File: src/sv/ved_ram.sv
// Generic RAM with one write port and one registered read port.
module ved_ram #(
	parameter int WIDTH = 24,
	parameter int DEPTH = 64
) (
	input  logic                     clk,
	input  logic                     we,
	input  logic [$clog2(DEPTH)-1:0] waddr,
	input  logic [WIDTH-1:0]         wdata,
	input  logic [$clog2(DEPTH)-1:0] raddr,
	output logic [WIDTH-1:0]         rdata
);

	logic [WIDTH-1:0] mem_q [DEPTH];

	always_ff @(posedge clk) begin
		if (we) begin
			mem_q[waddr] <= wdata;
		end
		rdata <= mem_q[raddr];
	end

endmodule

File: config.mk
export PLATFORM = sky130hd
export DESIGN_NAME = ved_ram
export DESIGN_NICKNAME = d
export VERILOG_FILES = /design/src/sv/ved_ram.sv
export SDC_FILE = /design/constraint.sdc
export NUM_CORES = 1
export LEC_CHECK = 0
export BUFFER_PORTS_ARGS = -buffer_cell sky130_fd_sc_hd__buf_2
export CAP_MARGIN = 10
export CORE_ASPECT_RATIO = 1.5
export CORE_MARGIN = 1.5
export CORE_UTILIZATION = 60
export CTS_BUF_LIST = sky130_fd_sc_hd__clkbuf_8
export DETAILED_ROUTE_END_ITERATION = 7
export PLACE_DENSITY = 0.76
export SYNTH_ARGS = -nofsm -noshare
export SYNTH_HDL_FRONTEND = slang
export SYNTH_SLANG_ARGS = --single-unit
File: constraint.sdc
create_clock -name clk -period 4.3 [get_ports clk]
set_input_delay 0.645 -clock clk [delete_from_list [all_inputs] [get_ports clk]]
set_output_delay 0.645 -clock clk [all_outputs]
set_load 0.005 [all_outputs]
Word level (Yosys, flattened, before mapping):

Memories as Yosys holds them, arrays and structs flattened. A register that Yosys moved wholly into a read port is not among the register bits.
Index checks and enable logic that the tools add are counted.

* output and inout port bits: 24
* word-level logic and storage cells: 3
* memories: 1
* RAM bits: 1536
* input port bits: 38
* register bits after elaboration: 0

* muxes and demuxes: 2

Memories
* mem_q: words 64, bits a word 24, read ports 1, clocked after memory_dff 1, wr ports 1, RTL line 14 `logic [WIDTH-1:0] mem_q [DEPTH];`

Operators by type and width (number)
* $mux 1: 2

Longest topological paths before layout:

Gate-level depths: netlist (run 1).

* depth after elaboration: 2
* mapped depth: 9
* gate-level depth less buffers: 5

Worst setup path before layout (run 1):

Ideal clock, no wire load.

* kind: input port to flip-flop
* start: input port waddr[3]
* end: memory mem_q[48][0] (enable)
* required time: 3.865 ns
* setup time: 0.435 ns
* setup slack: 1.058 ns
* cell stages on the path: 4
* arrival time: 2.807 ns
* path buffers: 1
* cells stage by stage: clkbuf_1 nor2b_1 nand4b_1 nor3_1

RTL lines
* start: declaration: RTL line 8 `input logic [$clog2(DEPTH)-1:0] waddr,`
* end: declaration: RTL line 14

Straight into the memory's write port.

==> results.txt, run 1 <==
----------------------------------------------------
[Run status]
  Result of the run ... completed

[Drt]
  Count of vias placed by the detailed router ... 28498
  Post-detailed-route count of antenna-violating nets ... 0
  First-pass DRT Iterations ... 5
  Wire length per cell after detailed routing ... 31.6 um
  Post-detailed-routing wire length ... 137000 um
  Initial DRC Count ... 3036
  Via density ... 6.58
  Remaining routing DRC violations ... 0

[Placed design]
  Instance count after placement with tap cells included ... 3950
  Quantity of I/O buffers inserted on ports ... 61
  DP HPWL ... 83200 um
  Post-placement cell area ... 61800 um2
  Placement Setup Slack ... 501 ps
  Final weighted congestion of routability-driven global placement ... 0.907

[STA]
  Post-route setup TNS ... 0 ps
  Least setup slack across all paths after layout ... 1450 ps
  Setup repair after global routing missed its margin ... false
  Worst hold-check slack ... 157 ps
  Fmax ... 351 MHz
  Layout Skew ... 29.7 ps
  Relative slew slack ... 14.0%
  Slew at the pin closest to its max-slew limit ... 1290 ps
  Final hold violation count ... 0
  Crit path time final ... 2850 ps
  Count of final setup violators ... 0
  Share of the cycle needed by the critical path after routing ... 66.3%
  Max Transition Viols Final ... 0

[Synthesis]
  Syn Area/Cell ... 22.7 um2
  Yosys reg bits ... 1560
  EDFF count, synth ... 1536
  Synthesized area ... 59300 um2
  Xor/xnor share of the synthesized area ... 0%
  Async set-or-reset flop fraction in the synthesized netlist ... 0%
  Multiplexer area fraction after synthesis ... 16.1%
  Combinational family with the most area after synthesis ... multiplexers
  Simple logic cell fraction of the synthesized area ... 1.56%
  Compound-cell area share of the yosys netlist ... 2.44%
  Proportion of netlist area held by the largest area contributor ... 77.8%
  Cell taking the most area after synthesis ... edfxtp_1
  Sequential fraction of the synthesis area ... 78.6%
  Top_reg_cell synth ... edfxtp_1
  Count of cell types in the netlist ... 40
  Adder and majority cell fraction of the synthesized area ... 0%
  Largest cells by area after synthesis ... edfxtp_1, mux4_2, mux2i_1
  Number of nets in the synthesized netlist ... 2648
  Post-synthesis cell count ... 2610
  Syn. warnings ... 0

[Global route]
  Initial antenna violation count ... 23
  Largest net degree at the start of global routing ... 144
  Vias in the first global route ... 29784
  Global routing usage summed across all routing layers ... 28.1%
  Aggregate global routing overflow ... 0
  Global-route wire length before repair ... 201000 um

[Finish]
  Net count of the finished layout ... 2914
  Most common cell after layout, fill and taps aside ... edfxtp_1
  Layout Cell Area excl Fill ... 65900 um2
  Layout-stage area growth over the synthesis result ... 11.1%
  Commonest cells after routing, fill and taps aside ... edfxtp_1, mux4_2, clkbuf_8, buf_4, mux2i_1
  Non-filler instance count after layout ... 4334
  Ratio of cells with drive above 1 in the final layout ... 31.4%
  Post-route core utilization ... 67.0%

[Clocking]
  Clock Sink Count ... 1560
  Number of clock buffers inserted by TritonCTS ... 207
  Post-CTS setup repair buffer count ... 0
  Max H-tree Level ... 4
  Count of hold buffers inserted by post-cts repair ... 0
  Clock edge transition at the registers on the reported setup and hold paths ... 70 ps
  CTS tree ... built
  Clock root buffer ... clkbuf_8
  Cells resized by post-CTS repair ... 0
  Number of buffers on the longest clock path ... 3
  Clock latency on the worst-skew pair ... 910 ps

[Worst setup path]
  Capture point of the worst reg-to-reg path ... rdata[14]
  CP Class ... in2reg
  CP max FO ... 60
  Crit Reg-Reg Startpoint ... mem_q[39][14]
  Register-to-register path setup slack ... 1790 ps
  Kind of launch point of the worst setup path ... primary input
  Type of element capturing the critical path ... flop
  Reg2Reg Depth ... 5
  Arrival time of the worst setup path ... 3660 ps
  Data required time at the worst endpoint ... 5110 ps

[Min path]
  Destination of the worst hold path ... mem_q[50][13]
  HP Start ... wdata[13]
  Class of the tightest hold or removal check ... in2reg
  Hold path depth ... 1

[Power]
  Leakage power of the design ... 21.0 nW
  Final Power ... 29.1 mW
  Peak supply drop ... 0.239 mV
  Power density of the placed cells ... 442 nW/um2

[Die]
  Area enclosed by the die boundary ... 101000 um2
  Floorplan die height ... 388 um
  Top-level port count ... 62
  Floorplan die width ... 260 um
  Core area ... 98300 um2
  Number of placement rows ... 141
  Starting density of the core ... 60.3%

[Flow run]
  Maxcap violations ... 0

----------------------------------------------------
final cells by class:
type	count	area [um2]
antenna	5	12.5
clock buffer	219	3010
clock inverter	156	980
fill	5876	32400
inverter	2	7.51
multi-input combinational	906	12100
sequential	1560	46600
tap	1287	1610
timing repair buffer	199	1540
report_power, final:
group | leakage, nW | total, mW | switching [mW] | internal [mW]
combinational | 4.74 | 1.47 | 0.904 | 0.566
clock | 2.25 | 10.7 | 5.33 | 5.38
sequential | 14.0 | 16.9 | 0.0726 | 16.8
total | 21.0 | 29.1 | 6.31 | 22.8
critical path, cell delays in order:
cell and delay [ps]:
buf_8 520, buf_4 380, mux4_2 520, mux2_2 290
a221oi_1 820, a31oi_1 200, o21a_1 180
state kept, by name (all words and copies together), names as in the netlist:
register  count
mem_q      1536
rdata        24
layer usage:
metal	global-route usage (%)	share of wire, %	wire (um)	vias to the layer above
met1	35.6	35	47600	14950
li1	-	-	-	11662
met3	6.15	8.9	12200	316
met5	0	0.094	129	-
met4	10.2	3.6	4940	20
met2	47.9	53	72200	1550
synth_stat cells, types with 16 or more instances:
cell and n:
nand3_1 20, clkbuf_1 44, dfxtp_1 24, a221oi_1 52, mux2i_1 95, o22ai_1 53, and3_1 16, nand2_1 36
mux2_2 53, a21oi_1 22, buf_2 45, mux4_2 355, buf_4 31, edfxtp_1 1536, a22oi_1 29, nor2_1 80
kinds of logic after synthesis:
| family | after synthesis |
|---|---|
| AO/OA/AOI/OAI | 207 |
| buffers and inverters | 144 |
| flip-flops | 1560 |
| multiplexers | 503 |
| AND/OR/NAND/NOR | 196 |
worst max-delay path by stage:
stage | slack [ps] | cells past startpoint | endpoint | start
floorplan | 1060 | 4 | mem_q[48][0] | waddr[3]
global placement | 540 | 7 | rdata[6] | raddr[0]
detailed placement | 500 | 7 | rdata[6] | raddr[0]
CTS | 1500 | 7 | rdata[6] | raddr[0]
global route | 1400 | 7 | rdata[6] | raddr[0]
finish | 1450 | 7 | rdata[6] | raddr[0]
Note: power is estimated with default switching activity, not from simulation.
==> inputs of run 2 (changes only) <==
clock period = 2.7 ns   (was 4.3 ns; I/O delays follow)
==> run 2 against run 1 <==
  * Via count up 1.5%
  * Utilization rose by 1.0 points
  * Hold slack got worse by 76 ps
  * Critical path depth fell by 1
  * Clock power grew 56%
  * First-iteration DRC count up 3.8%
  * Global-route usage increased by 0.079 points
  * Die area unchanged
  * Setup slack got worse by 900 ps
  * Largest cell class unchanged
  * Largest power group unchanged
==> results.txt, run 2 (synthesis gave the netlist of run 1 again) <==
----------------------------------------------------
[Global route]
  Global-route wire length before repair ... 202000 um
  Largest net degree at the start of global routing ... 86
  Vias in the first global route ... 30175
  Aggregate global routing overflow ... 0
  Global routing usage summed across all routing layers ... 28.2%
  Initial antenna violation count ... 20

[Die]
  Area enclosed by the die boundary ... 101000 um2
  Floorplan die height ... 388 um
  Floorplan die width ... 260 um
  Number of placement rows ... 141
  Top-level port count ... 62
  Core area ... 98300 um2
  Starting density of the core ... 60.3%

[STA]
  Setup repair after global routing missed its margin ... false
  Relative slew slack ... 23.1%
  Least setup slack across all paths after layout ... 545 ps
  Final hold violation count ... 0
  Crit path time final ... 2150 ps
  Max Transition Viols Final ... 0
  Fmax ... 464 MHz
  Worst hold-check slack ... 80.5 ps
  Layout Skew ... 25.6 ps
  Count of final setup violators ... 0
  Share of the cycle needed by the critical path after routing ... 79.8%
  Slew at the pin closest to its max-slew limit ... 1150 ps

[Finish]
  Register bank with the most flops ... mem_q
  Most common cell after layout, fill and taps aside ... edfxtp_1
  Ratio of cells with drive above 1 in the final layout ... 32.8%
  Layout-stage area growth over the synthesis result ... 12.8%
  Net count of the finished layout ... 2982
  Largest registers ... mem_q: 1536 flops, rdata: 24 flops
  Commonest cells after routing, fill and taps aside ... edfxtp_1, mux4_2, clkbuf_8, buf_4, mux2i_1
  Non-filler instance count after layout ... 4411
  Flip-flop count of the largest register, all copies and words added ... 1536

[Worst setup path]
  Data required time at the worst endpoint ... 3490 ps
  Type of element capturing the critical path ... flop
  CP max FO ... 1
  Kind of launch point of the worst setup path ... flop
  Arrival time of the worst setup path ... 2940 ps
  CP Class ... reg2reg

[Power]
  Leakage power of the design ... 21.5 nW
  Peak supply drop ... 0.415 mV
  Final Power ... 46.1 mW
  Power density of the placed cells ... 689 nW/um2

[Clocking]
  Number of buffers on the longest clock path ... 3
  Number of clock buffers inserted by TritonCTS ... 203
  Clock edge transition at the registers on the reported setup and hold paths ... 70 ps
  CTS tree ... built
  Max H-tree Level ... 4
  Clock Sink Count ... 1560
  Clock latency on the worst-skew pair ... 900 ps
  Cells resized by post-CTS repair ... 0
  Post-CTS setup repair buffer count ... 0
  Clock root buffer ... clkbuf_8

[Placed design]
  Quantity of I/O buffers inserted on ports ... 61
  DP HPWL ... 85900 um
  Placement Setup Slack ... -56.8 ps
  Final weighted congestion of routability-driven global placement ... 0.843
  Instance count after placement with tap cells included ... 4019

[Drt]
  Initial DRC Count ... 3152
  Via density ... 6.56
  Remaining routing DRC violations ... 0
  Post-detailed-routing wire length ... 138000 um
  First-pass DRT Iterations ... 5
  Post-detailed-route count of antenna-violating nets ... 0
  Count of vias placed by the detailed router ... 28925
  Wire length per cell after detailed routing ... 31.2 um

[Run status]
  Result of the run ... completed

[Min path]
  Class of the tightest hold or removal check ... in2reg

[Flow run]
  Maxcap violations ... 0

----------------------------------------------------
[run 2: changes by cell type in the layout (fill, tap and decap cells not counted), moves of 3 or more]
cell / before / now
buf_12: 14 / 54
buf_4: 124 / 151
dlygate4sd3_1: 0 / 6
clkbuf_8: 219 / 214
diode_2: 5 / 10
clkinv_2: 34 / 38
inv_6: 2 / 5
[run 2: worst paths after layout]
kind / from / endpoint / slack [ps] / cells after the start
setup / recovery: mem_q[39][8] / rdata[8] / 550 / 6
hold / removal: wdata[0] / mem_q[61][0] / 80 / 1
setup reg to reg: mem_q[39][8] / rdata[8] / 550 / 6
hold reg to reg: mem_q[8][16] / rdata[16] / 890 / 5
[run 2: what timing repair did]
| action | CTS | global route |
|---|---|---|
| endpoints found under the hold margin | 115 | 8 |
| hold buffers | 5 | 1 |
| endpoints found under the setup margin | 0 | 0 |
[run 2: power by group]
| part | internal (mW) | leakage [nW] | switching, mW |
|---|---|---|---|
| clock | 8.35 | 2.22 | 8.38 |
| sequential | 26.8 | 14.0 | 0.0971 |
| combinational | 0.993 | 5.23 | 1.47 |
| total | 36.1 | 21.5 | 9.95 |
[run 2: through the flow]
step | TNS [ps] | util [%] | area [um2]
final | 0 | 68.1 | 66900
after global routing | 0 | 68.0 | 66900
after CTS | 0 | 68.0 | 66800
after detailed placement | -60.1 | 63.9 | 62800
after global placement | -81.0 | 63.9 | 62800
after floorplan | -1410 | - | 59300
[run 2: cell type report]
type	count	area [um2]
fillers	5722	31400
multi-input cells	906	12100
clock inverters	161	993
inverters	2	7.51
flip-flops and latches	1560	46600
diodes	10	25.0
clock buffers	214	2950
well taps	1287	1610
repair buffers	271	2600
[run 2: critical path, cell delays in order, from the launching register on]
cell and delay [ps]:
edfxtp_1 370, mux4_2 460, mux2_2 330, a221oi_1 490, buf_4 200, a31oi_1 60
o21a_1 140
[run 2: routing by layer]
| layer | vias to the layer above | part of all wire (%) | global-route usage (%) |
|---|---|---|---|
| li1 | 11821 | - | - |
| met1 | 15204 | 35 | 35.4 |
| met2 | 1573 | 53 | 48.9 |
| met3 | 315 | 8.0 | 5.11 |
| met4 | 12 | 3.9 | 10.7 |
| met5 | - | 0.054 | 0 |
