$ cat src/sv/ved_pkg.sv
// Shared types and constants for the Voronoi edge distance block.
package ved_pkg;

	localparam int PIX_W      = 11;
	localparam int IDX_W      = 6;
	localparam int CNT_W      = 7;
	localparam int BAND_W     = 12;
	localparam int OUT_W      = 20;
	localparam int QUOT_W     = 41;
	localparam int DIV_STEPS  = 41;
	localparam int SQRT_STEPS = 20;
	localparam int STEP_W     = 6;
	localparam logic [OUT_W-1:0] OUT_MAX = {OUT_W{1'b1}};

	localparam logic OPC_LOAD  = 1'b0;
	localparam logic OPC_PIXEL = 1'b1;

	localparam logic REG_SITE_COUNT = 1'b0;
	localparam logic REG_EDGE_BAND  = 1'b1;

	typedef enum logic [4:0] {
		ST_IDLE,
		ST_N_RD,
		ST_N_DIFF,
		ST_N_SQ,
		ST_N_CMP,
		ST_A_RD,
		ST_A_LATCH,
		ST_B_RD,
		ST_B_DIFF,
		ST_B_MUL1,
		ST_B_MUL2,
		ST_B_MUL3,
		ST_B_MUL4,
		ST_B_MUL5,
		ST_B_CMP,
		ST_DIV,
		ST_SQRT,
		ST_UPD,
		ST_OUT
	} state_t;

	typedef enum logic [4:0] {
		OP_NONE,
		OP_PIX,
		OP_N_DIFF,
		OP_N_SQ,
		OP_N_CMP,
		OP_A_LATCH,
		OP_B_DIFF,
		OP_B_MUL1,
		OP_B_MUL2,
		OP_B_MUL3,
		OP_B_MUL4,
		OP_B_MUL5,
		OP_B_CMP,
		OP_DIV,
		OP_SQRT,
		OP_UPD
	} dp_op_t;

	typedef struct packed {
		dp_op_t op;
	} dp_cmd_t;

	typedef struct packed {
		logic pair_equal;
	} dp_stat_t;

endpackage

$ cat src/sv/ved_ctrl.sv
// Controller state machine that sequences the site walks of one pixel.
module ved_ctrl #(
	parameter int MAX_SITES = 64
) (
	input  logic                          clk,
	input  logic                          arst_n,
	input  logic                          start,
	input  logic                          opcode,
	input  logic [ved_pkg::CNT_W-1:0]     site_count,
	input  logic [$clog2(MAX_SITES)-1:0]  best_idx,
	input  ved_pkg::dp_stat_t             stat,
	output logic                          busy,
	output logic                          done,
	output ved_pkg::dp_cmd_t              cmd,
	output logic [$clog2(MAX_SITES)-1:0]  rd_addr,
	output logic [$clog2(MAX_SITES)-1:0]  cur_idx
);
	import ved_pkg::*;

	localparam int AW = $clog2(MAX_SITES);

	state_t            state_q, state_nxt;
	logic [AW-1:0]     j_q;
	logic [STEP_W-1:0] step_q;
	logic [AW-1:0]     last_idx;
	logic              is_last;
	int                eff_count;

	always_comb begin
		if (site_count == '0) begin
			eff_count = 1;
		end else if (int'(site_count) > MAX_SITES) begin
			eff_count = MAX_SITES;
		end else begin
			eff_count = int'(site_count);
		end
	end

	assign last_idx = AW'(eff_count - 1);
	assign is_last  = j_q == last_idx;

	always_comb begin
		state_nxt = state_q;
		unique case (state_q)
			ST_IDLE:    if (start && opcode == OPC_PIXEL) state_nxt = ST_N_RD;
			ST_N_RD:    state_nxt = ST_N_DIFF;
			ST_N_DIFF:  state_nxt = ST_N_SQ;
			ST_N_SQ:    state_nxt = ST_N_CMP;
			ST_N_CMP:   state_nxt = is_last ? ST_A_RD : ST_N_RD;
			ST_A_RD:    state_nxt = ST_A_LATCH;
			ST_A_LATCH: state_nxt = ST_B_RD;
			ST_B_RD:    state_nxt = ST_B_DIFF;
			ST_B_DIFF:  state_nxt = ST_B_MUL1;
			ST_B_MUL1: begin
				if (stat.pair_equal) begin
					state_nxt = is_last ? ST_OUT : ST_B_RD;
				end else begin
					state_nxt = ST_B_MUL2;
				end
			end
			ST_B_MUL2:  state_nxt = ST_B_MUL3;
			ST_B_MUL3:  state_nxt = ST_B_MUL4;
			ST_B_MUL4:  state_nxt = ST_B_MUL5;
			ST_B_MUL5:  state_nxt = ST_B_CMP;
			ST_B_CMP:   state_nxt = ST_DIV;
			ST_DIV:     if (step_q == STEP_W'(DIV_STEPS - 1)) state_nxt = ST_SQRT;
			ST_SQRT:    if (step_q == STEP_W'(SQRT_STEPS - 1)) state_nxt = ST_UPD;
			ST_UPD:     state_nxt = is_last ? ST_OUT : ST_B_RD;
			ST_OUT:     state_nxt = ST_IDLE;
			default:    state_nxt = ST_IDLE;
		endcase
	end

	always_comb begin
		cmd.op  = OP_NONE;
		rd_addr = j_q;
		unique case (state_q)
			ST_IDLE:    if (start && opcode == OPC_PIXEL) cmd.op = OP_PIX;
			ST_N_DIFF:  cmd.op = OP_N_DIFF;
			ST_N_SQ:    cmd.op = OP_N_SQ;
			ST_N_CMP:   cmd.op = OP_N_CMP;
			ST_A_RD:    rd_addr = best_idx;
			ST_A_LATCH: cmd.op = OP_A_LATCH;
			ST_B_DIFF:  cmd.op = OP_B_DIFF;
			ST_B_MUL1:  cmd.op = OP_B_MUL1;
			ST_B_MUL2:  cmd.op = OP_B_MUL2;
			ST_B_MUL3:  cmd.op = OP_B_MUL3;
			ST_B_MUL4:  cmd.op = OP_B_MUL4;
			ST_B_MUL5:  cmd.op = OP_B_MUL5;
			ST_B_CMP:   cmd.op = OP_B_CMP;
			ST_DIV:     cmd.op = OP_DIV;
			ST_SQRT:    cmd.op = OP_SQRT;
			ST_UPD:     cmd.op = OP_UPD;
			default:    cmd.op = OP_NONE;
		endcase
	end

	assign busy    = state_q != ST_IDLE;
	assign done    = state_q == ST_OUT;
	assign cur_idx = j_q;

	always_ff @(posedge clk or negedge arst_n) begin
		if (!arst_n) begin
			state_q <= ST_IDLE;
			j_q     <= '0;
			step_q  <= '0;
		end else begin
			state_q <= state_nxt;
			case (state_q)
				ST_IDLE:  j_q <= '0;
				ST_N_CMP: j_q <= is_last ? '0 : j_q + 1'b1;
				ST_B_MUL1: begin
					if (stat.pair_equal && !is_last) begin
						j_q <= j_q + 1'b1;
					end
				end
				ST_UPD:   if (!is_last) j_q <= j_q + 1'b1;
				default: begin
				end
			endcase
			if (state_q == ST_B_CMP || state_nxt != state_q) begin
				step_q <= '0;
			end else begin
				step_q <= step_q + 1'b1;
			end
		end
	end

endmodule

$ cat config.mk
export PLATFORM = sky130hd
export DESIGN_NAME = ved_ctrl
export DESIGN_NICKNAME = d
export VERILOG_FILES = /design/src/sv/ved_pkg.sv /design/src/sv/ved_ctrl.sv
export SDC_FILE = /design/constraint.sdc
export NUM_CORES = 1
export LEC_CHECK = 0
export BUFFER_PORTS_ARGS = -buffer_cell sky130_fd_sc_hd__buf_2
export CAP_MARGIN = 20
export CORE_ASPECT_RATIO = 1.25
export CORE_UTILIZATION = 29
export DETAILED_ROUTE_END_ITERATION = 8
export PLACE_DENSITY = 0.52
export SYNTH_ARGS = -nofsm -noshare
export SYNTH_HDL_FRONTEND = slang
export SYNTH_SLANG_ARGS = --single-unit
export TNS_END_PERCENT = 10
$ cat constraint.sdc
create_clock -name clk -period 2.3 [get_ports clk]
set_input_delay 0.46 -clock clk [delete_from_list [all_inputs] [get_ports clk]]
set_output_delay 0.46 -clock clk [all_outputs]
set_load 0.005 [all_outputs]
Yosys cells after proc, flatten, opt, wreduce, memory -nomap -nowiden
Index checks and enable logic that the tools add are counted.
W data, S select, Z words.
- add/subtract/negate cells: 3
- magnitude comparators: 1
- eq/ne operators: 24
- mux-type cells: 17
- reduce and logical (&&, ||, !) cells: 9
- operator list (operator ; number):
    $pmux W5 S18 ; 1
    $pmux W4 S15 ; 1
    $mux W6 ; 7
    $eq A5 B4 Y1 const B ; 8
    $mux W5 ; 5
    $pmux W6 S4 ; 1
    $eq A5 B3 Y1 const B ; 4
    $eq A5 B5 Y1 const B ; 3
    $add A6 B1 Y6 const B ; 2
    $eq A5 B2 Y1 const B ; 2
    $gt A7 B7 Y1 const B ; 1
    $logic_not A7 Y1 ; 1
    $eq A6 B5 Y1 const B ; 1
    $eq A6 B6 Y1 ; 1
    $eq A6 B6 Y1 const B ; 1
    $sub A6 B2 Y6 const B ; 1
    $eq A5 B1 Y1 const B ; 1
    $logic_not A5 Y1 ; 1
    $ne A5 B5 Y1 ; 1
    $reduce_bool A5 Y1 ; 1
    $ne A2 B2 Y1 const B ; 2
    $reduce_bool A4 Y1 ; 1
    $mux W3 ; 1
    $reduce_and A3 Y1 ; 1
    4 further kinds ; 5
- bits in registers: 17
- bits of input ports: 18
- output and inout bits: 19

Logic depth before layout (Yosys ltp)
- depth in word-level cells: 11
- depth in mapped cells: 12

Least setup slack after synthesis
Ideal clock, no wire load.
- kind: in2reg
- start point: input port site_count[3] (netlist bit)
- end point: register j_q[4], in the netlist cur_idx[4]
- setup time: 0.104 ns
- arrival time: 2.500 ns
- path slack: -0.303 ns
- stages: 11
- cells stage by stage: buf_6 -> or3_4 -> nor3_1 -> o21ai_0 -> ha_1 -> xor2_1 -> o311ai_2 -> nor2_2 -> a21oi_4 -> o21ai_4 -> o311ai_1
- cells in the longest elaborated chain, start to end: 9
- ends and longest elaborated chain (element ; RTL line ; text):
    from (decl) ; ved_ctrl.sv:9 ; input logic [ved_pkg::CNT_W-1:0] site_count,
    $gt A7 B7 Y1 ; ved_ctrl.sv:32 ; end else if (int'(site_count) > MAX_SITES) begin
    $mux W6 ; ved_ctrl.sv:32 ;
    $mux W6 * ; ved_ctrl.sv:30 ; if (site_count == '0) begin
    $sub A6 B2 Y6 * ; ved_ctrl.sv:39 ; assign last_idx = AW'(eff_count - 1);
    $eq A6 B6 Y1 * ; ved_ctrl.sv:40 ; assign is_last = j_q == last_idx;
    $logic_not A1 Y1 ; n/a ;
    $logic_and A1 B1 Y1 ; ved_ctrl.sv:113 ; if (stat.pair_equal && !is_last) begin
    $ne A2 B2 Y1 (no line) ; n/a ;
    $reduce_and A3 Y1 (no line) ; n/a ;
    to (signal assigned) ; ved_ctrl.sv:111 ; ST_N_CMP: j_q <= is_last ? '0 : j_q + 1'b1;
    to (signal assigned) ; ved_ctrl.sv:114 ; j_q <= j_q + 1'b1;
    to (signal assigned) ; ved_ctrl.sv:117 ; ST_UPD: if (!is_last) j_q <= j_q + 1'b1;
    to (decl) ; ved_ctrl.sv:23 ; logic [AW-1:0] j_q;
Mark *: on every way between the ends. The rest lies on a longest branch, timed or not.
A chain may end at the register's enable or synchronous reset.

Worst setup path in the final report
Ends and elaborated chain as after synthesis.

==> run_results.csv <==
group,metric,value,unit
clocking,clk_pin_slew,0.07,ns
cells_and_area,multiInputGateArea,1206,um2
clocking,cts_tree,"yes",
critical_path,path_buf_inv,1,
power_and_ir_drop,p_leak,0.8715,nW
grt,grt_pass1_wl,7665,um
synth,seq_area_frac_synth,25.66,%
placed_design,place_inst,308,
cells_and_area,nNetsFinal,271,
timing,min_period,2.351,ns
power_and_ir_drop,p_per_area,983.1,nW/um2
power_and_ir_drop,power.total,2.113,mW
cells_and_area,area_delta_synth_final,29.66,%
synth,yosysUniqueCellTypes,62,
floorplan,io_pins,37,
critical_path,critPathTopFamily,"compound AO/OA/AOI/OAI gates",
synth,synth_nets,221,
cells_and_area,fill_cells,589,
floorplan,rows,30,
detailed_routing,vias,1660,
clocking,clk_path_buf_depth,2,
timing,worstMarginPinSlew,0.5337,ns
floorplan,die_w,69.63,um
placed_design,dp_hpwl,3425,um
floorplan,core_area,5480,um2
synth,synth_edf_count,0,
grt,grt_pass1_vias,1621,
run,drv_cap,0,
detailed_routing,wirelength_met1,1973,um
clocking,cts_sinks,17,
critical_path,cp.depth,11,
clocking,cts_root_buf,"clkbuf_8",
clocking,numCtsBuffers,3,
floorplan,die_h,86.54,um
synth,synth_ff_type,"dfrtp_1",
cells_and_area,antenna_cells,0,
critical_path,cp-start-kind,"input pin",
grt,grt_overflow,0,
timing,rsz0062_at_grt,"true",
critical_path,required,2.46,ns
clocking,clock_latency,0.25,ns
outcome,run_status,"finished with violations",
detailed_routing,maxUsedRoutingLayer,"met4",
critical_path,ff2ff_setup_slack,0.16,ns
floorplan,start_util,30.25,%
power_and_ir_drop,peakVddDrop,0.0004323,V
synth,synth-warning-count,0,
detailed_routing,drtIter0Drc,39,
detailed_routing,drc_errors,0,
critical_path,crit_path_end_kind,"register",
critical_path,critPathMaxStageDelay,0.38,ns
detailed_routing,vias_per_cell,5.321,
detailed_routing,postRouteWirelength,4533,um
detailed_routing,first_pass_iters,4,
synth,avgSynthCellArea,8.331,um2
synth,syn-cell-area,1658,um2
timing,hold_viol,0,
timing,slew_viol_final,0,
clocking,postCtsHoldBufs,0,
critical_path,critPathSlowestCell,"or3_4",
placed_design,gp_congestion,0.8845,
synth,async_reset_ff_share,100.0,%
grt,track_usage,15.51,%
cells_and_area,instances_no_fill,312,
placed_design,port_buffers,35,
detailed_routing,met2_length,2325,um
synth,syn_inst,199,
outcome,failed_checks,"negative setup slack",
clocking,cts_setup_buffers,0,
placed_design,placed_cell_area,2022,um2
timing,fin_skew,0.003400,ns
detailed_routing,wl_met3,173,um
timing,relSlewSlack,64.42,%
worst_hold_path,holdCritPathClass,"in -> async",
critical_path,critPathKind,"in -> reg",
timing,setup_viol,6,
critical_path,arrival,2.51,ns
cells_and_area,final_cell_area,2150,um2
detailed_routing,drt-wirelength-per-cell,14.53,um
critical_path,worst-path-max-fanout,6,
cells_and_area,seqCellArea,426.7,um2
grt,antenna_found_initial,0,
clocking,htreeDepth,1,
floorplan,die-area,6025,um2
detailed_routing,ant_nets,0,
critical_path,cp_cell_sequence,"buf_6, or3_4, nor3_2, o21ai_1, ha_2, xor2_2, o311ai_4, nor2_4, a21oi_4, o21ai_4, o311ai_2",
timing,fin_crit_sh,102.2,%
critical_path,worst-r2r-cell-count,7,
timing,layout_setup_ws,-0.05122,ns
cells_and_area,drive_above_1_share,36.69,%
grt,grt_max_degree,18,
synth,synth-seq-cells,17,
timing,max_freq,425.3,MHz
[per-layer routing]
metal | vias up | global-route usage, %
li1 | 823 | -
met3 | 6 | 1.512
met4 | 0 | 3.818
met5 | - | 0
met1 | 787 | 19.02
met2 | 44 | 29.13
[cell usage in the layout, fill, tap and decap left out, types with 3 or more instances in the layout]
master	n
o21ai_4	3
ha_1	3
nand2_1	18
nor2b_1	5
nor3_1	6
a211oi_1	3
nand2b_1	5
nand3_1	6
o211ai_1	6
o221ai_2	3
o21a_1	3
clkbuf_8	3
and2_1	3
buf_4	20
dfrtp_1	16
o21ai_0	10
inv_1	11
xnor2_1	4
xor2_1	3
a21oi_1	4
buf_2	34
o22ai_1	3
nor2_1	15
or3_1	4
[cells by family (layout without fill, tap and decap cells)]
kind of cell    after synthesis  in the layout  share of synthesized area, %
buf+inv                      23             72                         6.113
fa+ha+maj                     4              4                         3.019
mux                           5              5                         3.245
other cells                   1              1                        0.2262
compound gates               61             61                         30.72
flops                        17             17                         25.66
xor+xnor                     10             10                         5.736
simple gates                 78             78                         25.28
[cells in the mapped netlist, drive strengths merged, types with 2 or more instances]
cell type / number / area (um2)
mux2i: 2 / 20.02
nand3: 7 / 47.55
nor4b: 2 / 23.77
nand2b: 6 / 37.54
o21a: 3 / 22.52
xnor2: 5 / 51.30
o22a: 2 / 17.52
o311ai: 2 / 25.03
buf: 5 / 33.78
a211oi: 3 / 22.52
inv: 12 / 45.04
a31oi: 2 / 12.51
o22ai: 3 / 18.77
nor2: 18 / 72.57
or4: 2 / 15.01
and2: 3 / 18.77
ha: 4 / 50.05
nor3: 7 / 35.03
nor2b: 5 / 31.28
o221ai: 5 / 62.56
o211ai: 7 / 57.55
a21oi: 6 / 52.55
clkbuf: 6 / 22.52
a32o: 3 / 31.28
xor2: 5 / 43.79
mux2: 3 / 33.78
o21ai: 16 / 106.4
or3: 5 / 36.28
dfrtp: 17 / 425.4
nand2: 18 / 67.56
[per-stage QoR]
step           setup TNS (ns)  hold WS (ns)  setup slack (ns)  utilization (%)
6_report              -0.1636        0.1235          -0.05122            39.22
5_1_grt                -1.072        0.1612           -0.2062            39.22
4_1_cts              -0.09203        0.1390          -0.03007            38.06
3_5_place_dp           -2.656        0.4163           -0.3419            36.90
3_3_place_gp           -2.394        0.4154           -0.3003            36.90
2_1_floorplan          -1.006        0.1644           -0.1586                -
[state kept, by name, indices dropped and copies added, names as in the netlist]
signal,flops
state_q,5
step_q,6
cur_idx,6
[cell type report]
| type | count | share of cell area [%] |
|---|---|---|
| clock buffers | 3 | 1.921 |
| clock inverters | 1 | 0.3492 |
| inverters | 12 | 2.095 |
| multi-input cells | 159 | 56.11 |
| flip-flops and latches | 17 | 19.85 |
| well taps | 64 | 3.725 |
| repair buffers | 56 | 15.95 |
[report_power, final]
part / leakage (nW) / switching [mW] / internal (mW)
Sequential: 0.208 / 0.157 / 0.398
Clock: 0.0217 / 0.111 / 0.122
Combinational: 0.641 / 0.699 / 0.626
Total: 0.872 / 0.968 / 1.15
[worst paths after layout]
kind                               start          to
setup reg to reg              state_q[3]  cur_idx[4]
hold / removal                    arst_n   step_q[4]
setup / recovery           site_count[3]  cur_idx[4]
max in group asynchronous         arst_n  state_q[4]
hold reg to reg                step_q[0]   step_q[0]
min in group clk               step_q[0]   step_q[0]
[what timing repair did]
item | CTS | global route
pin swaps | 1 | 6
resized for setup | 2 | 12
endpoints found under the setup margin | 6 | 11
[worst register-to-register path, cell delays in order (launching register included)]
cell and delay (ns):
dfrtp_1 0.53, nor2b_1 0.26, nand2_1 0.08, a21oi_1 0.45
o211ai_2 0.21, and2_1 0.25, nand3_1 0.13, o311ai_2 0.11
Note: power is estimated with default switching activity, not from simulation.
